`src/apcw_pkg.sv`:
```
// Package: shared types, constants and command/status structs for the cost weight block.
package apcw_pkg;

    localparam int unsigned MaxClassesDefault = 16;

    typedef struct packed {
        logic signed [31:0] cost_value;
        logic               last_cost;
    } t_in_req;

    typedef struct packed {
        logic [31:0] weight_value;
        logic [3:0]  class_index;
        logic        last_weight;
    } t_out_req;

    // controller to datapath
    typedef struct packed {
        logic store;      // write incoming cost at count
        logic clr_count;  // clear class count
        logic sort_init;  // start insertion sort, i = 1
        logic sort_cmp;   // compare/shift step
        logic sort_place; // drop pick into slot j
        logic sort_load;  // load pick for current i
        logic acc_init;   // V[0]=0
        logic acc_fetch;  // fetch diff for step k
        logic div_start;  // start divider
        logic div_step;   // one restoring step
        logic acc_add;    // saturating add and store
        logic emit_init;  // start output index
        logic emit_next;  // output taken
    } t_cmd;

    // datapath to controller
    typedef struct packed {
        logic row_end;    // this input ends the row
        logic sort_more;  // i < n
        logic shift_go;   // j>0 and cost[order[j-1]] > key
        logic acc_more;   // k+1 < n
        logic div_done;
        logic emit_last;  // index is n-1
    } t_sts;

endpackage

```
`src/apcw_ctrl.sv`:
```
// Controller: state machine sequencing collect, sort, accumulate and emit.
module apcw_ctrl
    import apcw_pkg::*;
(
    input  logic  i_clk,
    input  logic  i_rst_n,
    input  logic  i_in_valid,
    input  logic  i_out_stall,
    input  t_sts  i_sts,
    output t_cmd  o_cmd,
    output logic  o_in_stall,
    output logic  o_out_valid
);

    typedef enum logic [7:0] {
        S_COLLECT = 8'b0000_0001,
        S_LOAD    = 8'b0000_0010,
        S_CMP     = 8'b0000_0100,
        S_ACCF    = 8'b0000_1000,
        S_DIVS    = 8'b0001_0000,
        S_DIV     = 8'b0010_0000,
        S_ADD     = 8'b0100_0000,
        S_EMIT    = 8'b1000_0000
    } t_state;

    t_state r_state, n_state;

    always_ff @(posedge i_clk) begin
        if (!i_rst_n) begin
            r_state <= S_COLLECT;
        end else begin
            r_state <= n_state;
        end
    end

    always_comb begin
        n_state     = r_state;
        o_cmd       = '0;
        o_in_stall  = 1'b1;
        o_out_valid = 1'b0;
        unique case (r_state)
            S_COLLECT: begin
                o_in_stall = 1'b0;
                if (i_in_valid) begin
                    o_cmd.store = 1'b1;
                    if (i_sts.row_end) begin
                        o_cmd.sort_init = 1'b1;
                        n_state = S_LOAD;
                    end
                end
            end
            S_LOAD: begin
                if (i_sts.sort_more) begin
                    o_cmd.sort_load = 1'b1;
                    n_state = S_CMP;
                end else begin
                    o_cmd.acc_init = 1'b1;
                    n_state = S_ACCF;
                end
            end
            S_CMP: begin
                if (i_sts.shift_go) begin
                    o_cmd.sort_cmp = 1'b1;
                end else begin
                    o_cmd.sort_place = 1'b1;
                    n_state = S_LOAD;
                end
            end
            S_ACCF: begin
                if (i_sts.acc_more) begin
                    o_cmd.acc_fetch = 1'b1;
                    n_state = S_DIVS;
                end else begin
                    o_cmd.emit_init = 1'b1;
                    n_state = S_EMIT;
                end
            end
            S_DIVS: begin
                o_cmd.div_start = 1'b1;
                n_state = S_DIV;
            end
            S_DIV: begin
                if (i_sts.div_done) begin
                    n_state = S_ADD;
                end else begin
                    o_cmd.div_step = 1'b1;
                end
            end
            S_ADD: begin
                o_cmd.acc_add = 1'b1;
                n_state = S_ACCF;
            end
            S_EMIT: begin
                o_out_valid = 1'b1;
                if (!i_out_stall) begin
                    o_cmd.emit_next = 1'b1;
                    if (i_sts.emit_last) begin
                        o_cmd.clr_count = 1'b1;
                        n_state = S_COLLECT;
                    end
                end
            end
            default: n_state = S_COLLECT;
        endcase
    end

endmodule

```
`src/apcw_dp.sv`:
```
// Datapath: cost/order/weight stores, sort compare, serial divider, saturating accumulator.
module apcw_dp
    import apcw_pkg::*;
#(
    parameter int unsigned MAX_CLASSES = MaxClassesDefault
)
(
    input  logic     i_clk,
    input  logic     i_rst_n,
    input  t_cmd     i_cmd,
    input  t_in_req  i_in,
    output t_sts     o_sts,
    output t_out_req o_out
);

    localparam int unsigned IW = $clog2(MAX_CLASSES);
    localparam int unsigned CW = $clog2(MAX_CLASSES + 1);
    localparam int unsigned DW = $clog2(33);

    logic signed [31:0] r_cost  [MAX_CLASSES];
    logic [IW-1:0]      r_order [MAX_CLASSES];
    logic [31:0]        r_wgt   [MAX_CLASSES];

    logic [CW-1:0] r_count;
    logic [CW-1:0] r_i;      // insertion index / step k+1
    logic [IW-1:0] r_j;
    logic [IW-1:0] r_pick;
    logic signed [31:0] r_key;
    logic [31:0]   r_run;
    logic [IW-1:0] r_emit;
    // divider
    logic [31:0]   r_quo;    // dividend shifting into quotient
    logic [CW-1:0] r_rem;
    logic [CW-1:0] r_dvs;
    logic [DW-1:0] r_dcnt;
    logic [IW-1:0] r_dst;

    logic [CW-1:0] count_inc;
    logic signed [31:0] prev_cost;
    logic [32:0]   sum;
    logic [CW:0]   rem_sh;

    assign count_inc = r_count + CW'(1);
    assign prev_cost = r_cost[r_order[r_j - IW'(1)]];
    assign rem_sh    = {r_rem, r_quo[31]};
    assign sum       = {1'b0, r_run} + {1'b0, r_quo};

    assign o_sts.row_end   = i_in.last_cost || (count_inc == CW'(MAX_CLASSES));
    assign o_sts.sort_more = r_i < r_count;
    assign o_sts.shift_go  = (r_j != '0) && (prev_cost > r_key);
    assign o_sts.acc_more  = r_i < r_count;
    assign o_sts.div_done  = r_dcnt == DW'(32);
    assign o_sts.emit_last = (CW'(r_emit) + CW'(1)) == r_count;

    assign o_out.weight_value = r_wgt[r_emit];
    assign o_out.class_index  = 4'(r_emit);
    assign o_out.last_weight  = o_sts.emit_last;

    always_ff @(posedge i_clk) begin
        if (!i_rst_n) begin
            r_count <= '0;
        end else if (i_cmd.clr_count) begin
            r_count <= '0;
        end else if (i_cmd.store) begin
            r_count <= count_inc;
        end
    end

    always_ff @(posedge i_clk) begin
        if (i_cmd.store) begin
            r_cost[r_count[IW-1:0]]  <= i_in.cost_value;
            r_order[r_count[IW-1:0]] <= r_count[IW-1:0];
        end
        if (i_cmd.sort_init) begin
            r_i <= CW'(1);
        end
        if (i_cmd.sort_load) begin
            r_pick <= r_order[r_i[IW-1:0]];
            r_key  <= r_cost[r_order[r_i[IW-1:0]]];
            r_j    <= r_i[IW-1:0];
        end
        if (i_cmd.sort_cmp) begin
            r_order[r_j] <= r_order[r_j - IW'(1)];
            r_j <= r_j - IW'(1);
        end
        if (i_cmd.sort_place) begin
            r_order[r_j] <= r_pick;
            r_i <= r_i + CW'(1);
        end
        if (i_cmd.acc_init) begin
            r_run <= '0;
            r_i   <= CW'(1);
            r_wgt[r_order[0]] <= '0;
        end
        if (i_cmd.acc_fetch) begin
            // difference of sorted neighbours, non-negative, fits 32 bits
            r_quo <= 32'(r_cost[r_order[r_i[IW-1:0]]]
                         - r_cost[r_order[r_i[IW-1:0] - IW'(1)]]);
            r_dvs <= r_i;
            r_dst <= r_order[r_i[IW-1:0]];
        end
        if (i_cmd.div_start) begin
            r_rem  <= '0;
            r_dcnt <= '0;
        end
        if (i_cmd.div_step) begin
            // restoring division, one quotient bit a cycle
            if (rem_sh >= {1'b0, r_dvs}) begin
                r_rem <= CW'(rem_sh - {1'b0, r_dvs});
                r_quo <= {r_quo[30:0], 1'b1};
            end else begin
                r_rem <= CW'(rem_sh);
                r_quo <= {r_quo[30:0], 1'b0};
            end
            r_dcnt <= r_dcnt + DW'(1);
        end
        if (i_cmd.acc_add) begin
            r_run <= sum[32] ? 32'hFFFF_FFFF : sum[31:0];
            r_wgt[r_dst] <= sum[32] ? 32'hFFFF_FFFF : sum[31:0];
            r_i <= r_i + CW'(1);
        end
        if (i_cmd.emit_init) begin
            r_emit <= '0;
        end else if (i_cmd.emit_next) begin
            r_emit <= r_emit + IW'(1);
        end
    end

endmodule

```
`src/all_pairs_cost_weight_calc_top.sv`:
```
// Operation: a row of n costs is collected one request a cycle, then sorted by
// insertion, then each of n-1 steps divides the difference of sorted neighbours
// in the restoring divider and adds it into a saturating running sum.
// Weights leave one request a cycle in class order while i_out_stall is low, and
// no request is taken meanwhile. One row is handled at a time.
// Reset: synchronous active-low i_rst_n returns to collecting an empty row.
module all_pairs_cost_weight_calc_top
    import apcw_pkg::*;
#(
    parameter int unsigned MAX_CLASSES = MaxClassesDefault
)
(
    input  logic     i_clk,
    input  logic     i_rst_n,
    input  logic     i_in_valid,
    output logic     o_in_stall,
    input  t_in_req  i_in_req,
    output logic     o_out_valid,
    input  logic     i_out_stall,
    output t_out_req o_out_req
);

    t_cmd cmd;
    t_sts sts;

    // controller: sequences collect, sort, accumulate and emit phases
    apcw_ctrl u_ctrl (
        .i_clk       (i_clk),
        .i_rst_n     (i_rst_n),
        .i_in_valid  (i_in_valid),
        .i_out_stall (i_out_stall),
        .i_sts       (sts),
        .o_cmd       (cmd),
        .o_in_stall  (o_in_stall),
        .o_out_valid (o_out_valid)
    );

    // datapath: stores, comparator, serial divider and saturating sum
    apcw_dp #(
        .MAX_CLASSES (MAX_CLASSES)
    ) u_dp (
        .i_clk   (i_clk),
        .i_rst_n (i_rst_n),
        .i_cmd   (cmd),
        .i_in    (i_in_req),
        .o_sts   (sts),
        .o_out   (o_out_req)
    );

`ifndef NO_ASSERTIONS
    // input and output requests are never both possible
    a_excl: assert property (@(posedge i_clk) disable iff (!i_rst_n)
        !(o_out_valid && !o_in_stall)) else $error("collect and emit overlap");

    // the final weight of a row reopens the input
    a_reopen: assert property (@(posedge i_clk) disable iff (!i_rst_n)
        (o_out_valid && !i_out_stall && o_out_req.last_weight) |=> !o_in_stall)
        else $error("input not reopened after row");

    // divider and add never run alongside input collection
    a_div: assert property (@(posedge i_clk) disable iff (!i_rst_n)
        (cmd.div_step || cmd.acc_add) |-> o_in_stall) else $error("divider while collecting");
`endif

endmodule
```
`config.mk`:
```
export PLATFORM = sky130hd
export DESIGN_NAME = all_pairs_cost_weight_calc_top
export DESIGN_NICKNAME = d
export VERILOG_FILES = /design/src/apcw_pkg.sv /design/src/apcw_ctrl.sv /design/src/apcw_dp.sv /design/src/all_pairs_cost_weight_calc_top.sv
export SDC_FILE = /design/constraint.sdc
export NUM_CORES = 2
export LEC_CHECK = 0
export BUFFER_PORTS_ARGS = -buffer_cell sky130_fd_sc_hd__buf_2
export CELL_PAD_IN_SITES_DETAIL_PLACEMENT = 1
export CELL_PAD_IN_SITES_GLOBAL_PLACEMENT = 2
export CORE_ASPECT_RATIO = 1.2
export CORE_MARGIN = 5
export CORE_UTILIZATION = 50
export CTS_BUF_LIST = sky130_fd_sc_hd__clkbuf_4 sky130_fd_sc_hd__clkbuf_8
export DETAILED_ROUTE_END_ITERATION = 16
export PLACE_DENSITY = 0.87
export SETUP_SLACK_MARGIN = 0.05
export SLEW_MARGIN = 20
export SYNTH_ARGS = -nofsm -noshare
export SYNTH_HDL_FRONTEND = slang
export SYNTH_SLANG_ARGS = --single-unit
```
`constraint.sdc`:
```
create_clock -name i_clk -period 10 [get_ports i_clk]
set_clock_uncertainty 0.15 [all_clocks]
set_input_delay 0.5 -clock i_clk [delete_from_list [all_inputs] [get_ports i_clk]]
set_output_delay 0.5 -clock i_clk [all_outputs]
set_load 0.1 [all_outputs]
```
# --- Word-level counts from Yosys, hierarchy flattened ---
# Memories as Yosys holds them, arrays and structs flattened. A register that Yosys moved wholly into a read port is not among the register bits.
# Index checks and enable logic that the tools add are counted.
totals:
  ff_bits: 146
  latch_bits: 0
  ramBits: 1088
  rom_bits: 0
  out_inout_bits: 39
  elab_cells: 130
  mem_count: 3
mem_list:
  columns: ["name", "depth", "word_bits", "rd", "rd_ports_with_merged_regs", "wr", "line", "rtl"]
  rows:
  - ["u_dp.r_cost", 16, 32, 3, 0, 1, "apcw_dp.sv:20", "logic signed [31:0] r_cost [MAX_CLASSES];"]
  - ["u_dp.r_wgt", 16, 32, 1, 1, 1, "apcw_dp.sv:22", "logic [31:0] r_wgt [MAX_CLASSES];"]
  - ["u_dp.r_order", 16, 4, 4, 1, 1, "apcw_dp.sv:21", "logic [IW-1:0] r_order [MAX_CLASSES];"]
classes:
  add_sub_neg: 10
  n_mul: 0
  div: 0
  magnitude_cmp: 3
  n_eq_ne: 17
  shift: 0
  mux: 70
  bitwise: 2
  n_reduce_logical: 12
op_table:
  columns: ["cell", "n"]
  rows:
  - ["$mux 32", 6]
  - ["$pmux 8 s8", 1]
  - ["$mux 8", 7]
  - ["$mux 4", 10]
  - ["$mux 1", 35]
  - ["$mux 5", 7]
  - ["$add 32x32->33", 1]
  - ["$gt 32x32->1", 1]
  - ["$reduce_or 32->1", 1]
  - ["$sub 32x32->32", 1]
  - ["$mux 6", 2]
  - ["$ne 2x2->1 const B", 6]
  - ["$add 5x1->5 const B", 2]
  - ["$eq 8x1->1 const B", 1]
  - ["$eq 8x2->1 const B", 1]
  - ["$eq 8x3->1 const B", 1]
  - ["$eq 8x4->1 const B", 1]
  - ["$eq 8x5->1 const B", 1]
  - ["$eq 8x6->1 const B", 1]
  - ["$eq 8x7->1 const B", 1]
  - ["$eq 8x8->1 const B", 1]
  - ["$reduce_bool 2->1", 4]
  - ["$reduce_bool 4->1", 2]
  - ["$sub 4x1->4 const B", 2]
  - ["other kinds (17)", 18]

# --- Longest topological paths before layout ---
# An unclocked memory read counts as a cell.
depth:
  ltp_word: 12
  mapped_depth: 26
  depth_no_buf: 22

# --- Cells and area by module ---
# Synthesis repeated with hierarchy kept, for this count alone.
hier_totals:
  hier_cells: 5277
  hier_area_um2: 65703.0
modules_own_cells:
  columns: ["module", "instances", "cells_each", "area_each_um2"]
  rows:
  - ["apcw_dp", 1, 5206, 65157.5]
  - ["apcw_ctrl", 1, 71, 545.5]

# --- Worst setup path before layout ---
# Ideal clock, no wire load.
synth_timing:
  path_kind: "flip-flop to flip-flop"
  from: "register u_dp.r_j[0]"
  to: "memory u_dp.r_order[0][3] in the netlist's numbering, data pin"
  arrival_time_ns: 6.684
  required_ns: 9.520
  setup_slack_ns: 2.836
  path_stages_with_launch: 27
  path_buffers: 7
  synth_period_minus_slack_ns: 7.164
  path_cell_list: "edfxtp_1 clkbuf_1 buf_2 buf_2 inv_1 ha_1 clkbuf_1 clkbuf_1 mux4_2 mux4_2 clkbuf_1 clkbuf_1 a211oi_1 a21oi_1 a211oi_1 a21oi_1 ha_1 a21o_1 a21o_1 a21o_1 a211oi_1 o21a_1 o22ai_1 or4_1 nand3_1 mux2i_1 o21ai_0"
synth_between:
  elab_chain_cells: 12
  word_cells_on_any_way: 17
synth_lines:
  columns: ["element", "line", "rtl"]
  rows:
  - ["start, declared", "apcw_dp.sv:26", "logic [IW-1:0] r_j;"]
  - ["start signal, assigned", "apcw_dp.sv:80", "r_j <= r_i[IW-1:0];"]
  - ["start signal, assigned", "apcw_dp.sv:84", "r_j <= r_j - IW'(1);"]
  - ["$sub 4x1->4", "apcw_dp.sv:44, apcw_dp.sv:83", null]
  - ["$mem_v2 16x4", null, null]
  - ["$mem_v2 16x32", null, null]
  - ["$gt 32x32->1", "apcw_dp.sv:50", "assign o_sts.shift_go = (r_j != '0) && (prev_cost > r_key);"]
  - ["$logic_and 1x1->1", "apcw_dp.sv:50", null]
  - ["$mux 1", "apcw_ctrl.sv:62", "if (i_sts.shift_go) begin"]
  - ["$mux 2", "apcw_ctrl.sv:41", "unique case (r_state)"]
  - ["$mux 1, on equally long branches", "apcw_dp.sv:82, apcw_dp.sv:86", null]
  - ["$mux 1, on equally long branches", "apcw_dp.sv:83, apcw_dp.sv:87", null]
  - ["$or 1x1->1 (no line)", null, null]
  - ["$reduce_or 4->1 (no line)", null, null]
  - ["$mux 4 (no line) (*)", null, null]
  - ["end, declared", "apcw_dp.sv:21", null]
# Mark *: on every way between the ends. The rest lies on a longest branch, timed or not.

# --- Final worst setup path ---
layout_timing:
  from: "register u_dp.r_i[0]"
  to: "register u_dp.r_quo[31], data pin"
layout_between:
  elab_chain_cells: 6
layout_lines:
  columns: ["element", "line", "rtl"]
  rows:
  - ["start, declared", "apcw_dp.sv:25", "logic [CW-1:0] r_i;"]
  - ["start signal, assigned", "apcw_dp.sv:88", "r_i <= r_i + CW'(1);"]
  - ["start signal, assigned", "apcw_dp.sv:120", "r_i <= r_i + CW'(1);"]
  - ["$sub 4x1->4", "apcw_dp.sv:98", "- r_cost[r_order[r_i[IW-1:0] - IW'(1)]]);"]
  - ["$mem_v2 16x4", null, null]
  - ["$mem_v2 16x32", null, null]
  - ["$sub 32x32->32", "apcw_dp.sv:98", null]
  - ["$mux 32", "apcw_dp.sv:95", "if (i_cmd.acc_fetch) begin"]
  - ["$mux 32", "apcw_dp.sv:106", "if (i_cmd.div_step) begin"]
  - ["end signal, assigned", "apcw_dp.sv:97", "r_quo <= 32'(r_cost[r_order[r_i[IW-1:0]]]"]
  - ["end signal, assigned", "apcw_dp.sv:110", "r_quo <= {r_quo[30:0], 1'b1};"]
  - ["end signal, assigned", "apcw_dp.sv:113", "r_quo <= {r_quo[30:0], 1'b0};"]
  - ["end, declared", "apcw_dp.sv:32", "logic [31:0] r_quo;"]
# No other way between the ends. The select of a mux whose other input is x is not followed.
# A chain may end at the register's enable or synchronous reset.

==> results.yml <==
run_status:
  status: "finished clean"
finish:
  areaGrowthSynthToFinish_pct: 11.1
  fin_nets: 4041
  drive_above_1_share: 0.272
  final_cells: 5675
cts:
  cts_setup_buffers: 0
  cts_buffers: 192
  clk_latency_ns: 0.92
  cts.sinks: 1242
  h-tree-depth: 4
  cts_tree: "built"
  clock_path_buffers: 3
  ctsResizeCount: 0
  clock-root-buffer: "clkbuf_8"
  path_clk_slew_ns: 0.07
sta:
  setup_tns_ns: 0
  rsz0062_at_grt: "no"
  finalCriticalPeriod_ns: 8.60
  final_hold_viol_count: 0
  finalSetupViolations: 0
  slew_headroom: 0.297
  max_freq_ghz: 0.116
  period_share: 0.860
  hold-worst-slack_ns: 0.0745
  finalMaxSlewViolations: 0
  worst_pin_slew_ns: 1.05
worst_setup_path:
  worstPathRequired_ns: 10.49
  r2r-end: "u_dp.r_quo[31]$_DFFE_PP_"
  r2r-start: "u_dp.r_i[0]$_DFFE_PN_"
  critPathMaxFanout: 38
  end_kind: "flop"
  timing.reg2reg.worst_path_depth: 20
  r2r_slack_ns: 1.40
  start_kind: "flop"
  critPathArrivalTime_ns: 9.09
  crit_type: "flop to flop"
routing:
  drc_errors: 0
  firstDrtPassIters: 5
  drt-wirelength-per-cell_microns: 30.8
  routed_wl_mm: 175
  antenna_left: 0
  drtIter0Drc: 3875
  routed_via_density: 6.55
  vias: 37173
grt:
  grt_antenna_before_repair: 9
  grt_use_total: 0.268
  grt_pass1_wl_mm: 258
  grt_pass1_vias: 39269
  overflow: 0
  grt_max_degree: 125
pwr:
  vdd_drop_max_v: 0.000117
  power.internal_mw: 9.50
  p_per_area_nw_per_um2: 198
  switching_power_mw: 3.95
  pwr-share-seq: 0.441
  finalPower_mw: 13.5
  pwr-share-clk: 0.324
  p_leak_nw: 22.4
  combPwrFrac: 0.234
  switching_share: 0.294
die:
  dieArea_sq_um: 130000
  fp.dieH_microns: 394
  initial_core_util: 0.504
  io_pins: 76
  fp.coreArea_sq_um: 122000
  die_width_microns: 330
  rows: 140
logic_synthesis:
  synth-edff-count: 1217
  synth_seq_cells: 1242
  ys.flop_type: "edfxtp_1"
  async_flop_share: 0
  syn_area_per_cell_sq_um: 16.5
  synth_cell_types: 66
  syn_area_sq_um: 61300
  syn_inst: 3717
  syn_nets: 3873
  ys_seq_area_frac: 0.604
  yosysWarnings: 0
worst_hold_path:
  whs_endpoint: "u_ctrl.r_state[0]$_SDFFE_PN1P_"
  hold_class: "input port to flop"
  holdPathStages: 5
  hp-start: "i_in_valid"
placement:
  portBuffers: 75
  dp_cells: 5287
  dp_hpwl_mm: 103
  finalWeightedCongestion: 0.830
flow_run:
  drv_cap: 0
## synthesized netlist by cell type (4+ instances only)
cell type	instances	area, sq um
o31ai_1	11	82.6
ha_1	116	1450
nand2_1	64	240
a211oi_1	232	1740
nor2_1	159	597
mux2i_1	203	2030
clkbuf_1	153	574
nor3_1	25	125
buf_1	28	105
xnor2_1	37	324
nand3_1	27	135
mux2_2	33	372
nor4_1	5	31.3
a221oi_1	4	35.0
inv_1	81	304
nand4_1	7	43.8
a221o_1	4	40.0
dfxtp_1	25	500
a21oi_1	276	1380
a31o_2	4	35.0
o21ai_0	46	230
or2_2	5	31.3
and2_1	12	75.1
mux4_2	493	11100
nand2b_1	14	87.6
xor2_1	39	342
a22oi_1	4	30.0
o21a_1	16	120
buf_6	13	146
and3_1	27	169
o22ai_1	4	25.0
o21ai_1	9	45.0
buf_2	48	240
nor3b_1	12	90.1
o21bai_1	8	60.1
a21boi_0	4	30.0
edfxtp_1	1217	36500
o211ai_1	4	30.0
nor2b_1	142	888
a31oi_1	12	75.1
a21o_1	53	398
## how the worst max path moves through the flow
stage	from	end	slack, ns	cells past startpoint
after floorplan	u_dp.r_j[0]$_DFFE_PP_	u_dp.r_order[0][3]$_DFFE_PP_	2.84	26
after global placement	u_dp.r_i[0]$_DFFE_PN_	u_dp.r_quo[31]$_DFFE_PP_	1.48	20
after detailed placement	u_dp.r_j[0]$_DFFE_PP_	u_dp.r_order[13][1]$_DFFE_PP_	1.39	21
after CTS	u_dp.r_j[0]$_DFFE_PP_	u_dp.r_order[13][1]$_DFFE_PP_	1.35	21
after global routing	u_dp.r_i[0]$_DFFE_PN_	u_dp.r_quo[31]$_DFFE_PP_	0.87	20
final	u_dp.r_i[0]$_DFFE_PN_	u_dp.r_quo[31]$_DFFE_PP_	1.40	20
## kinds of logic after synthesis
family / after synthesis / share of synthesized area
XOR/XNOR: 78 / 0.0114
adder cells (fa/ha/maj): 119 / 0.0247
AND/OR/NAND/NOR: 511 / 0.0426
flip-flops: 1242 / 0.604
buffers and inverters: 327 / 0.0228
multiplexers: 729 / 0.220
AO/OA/AOI/OAI: 711 / 0.0741
## per-layer routing
| metal | track usage | share of wire | wire [microns] |
|---|---|---|---|
| met5 | 0 | 0.00020 | 35 |
| met4 | 0.101 | 0.037 | 6490 |
| met3 | 0.0469 | 0.066 | 11600 |
| met2 | 0.460 | 0.51 | 89600 |
| met1 | 0.342 | 0.38 | 67000 |
## critical path, cell delays in order (launching register included)
cell and delay (ns):
edfxtp_1 0.86, inv_1 0.23, ha_1 0.89, mux4_2 0.35, mux4_4 0.89, buf_4 0.59, mux4_2 0.57, mux2i_1 0.16
nor2_1 0.06, a21oi_1 0.23, ha_1 0.34, a21o_1 0.19, a21o_1 0.17, a221o_1 0.38, and2_1 0.21, nor3_1 0.57
a211oi_1 0.22, o31ai_1 0.57, o21ai_0 0.27, xnor2_1 0.28, o21ai_1 0.08
## cell usage in the layout (no fill, tap or decap), types with 39 or more instances in the layout
| cell | instances |
|---|---|
| buf_4 | 102 |
| clkbuf_8 | 203 |
| edfxtp_1 | 1217 |
| mux2i_1 | 202 |
| nand2_1 | 64 |
| nor2b_1 | 142 |
| buf_2 | 75 |
| a21oi_1 | 255 |
| o21ai_0 | 44 |
| clkbuf_4 | 61 |
| nor2_1 | 142 |
| a21o_1 | 53 |
| mux4_2 | 486 |
| a211oi_1 | 232 |
| ha_1 | 116 |
| inv_1 | 81 |
| xor2_1 | 39 |
## final cells by class
type | count | area [sq um]
diodes | 4 | 10.0
clock buffers | 264 | 3250
clock inverters | 83 | 599
fillers | 11218 | 53500
inverters | 82 | 308
multi-input cells | 2148 | 23200
flip-flops and latches | 1242 | 37100
well taps | 1633 | 2040
repair buffers | 219 | 1620
## power groups by stage
stage | registers [mW] | logic (mW) | clock network (mW)
6_report | 5.94 | 3.15 | 4.36
5_1_grt | 5.94 | 3.37 | 4.70
4_1_cts | 5.94 | 3.14 | 4.44
3_5_place_dp | 6.05 | 3.11 | 0
3_3_place_gp | 6.04 | 3.06 | 0
2_1_floorplan | 6.02 | 2.21 | 0
## state kept, by name, indices dropped and copies added (netlist names), named ones only
name and count:
u_ctrl.r_state 8, u_dp.r_cost 512, u_dp.r_i 5, u_dp.r_dst 4, u_dp.r_rem 5, u_dp.r_emit 4
u_dp.r_dvs 5, u_dp.r_quo 32, u_dp.r_j 4, u_dp.r_wgt 512, u_dp.r_order 64, u_dp.r_run 32
u_dp.r_dcnt 6, u_dp.r_key 32, u_dp.r_pick 4, u_dp.r_count 5
## timing repair
item | CTS | global route
hold buffers | 34 | 0
setup endpoints to repair | 0 | 0
hold endpoints to repair | 530 | 0
## stage by stage
stage,instance area (sq um),setup WS (ns),utilization
after floorplan,61300,2.84,-
after detailed placement,63800,1.39,0.525
final,68100,1.40,0.560
after global routing,68100,0.872,0.560
after CTS,68000,1.35,0.559
after global placement,63800,1.48,0.525
Note: power is estimated with default switching activity, not from simulation.
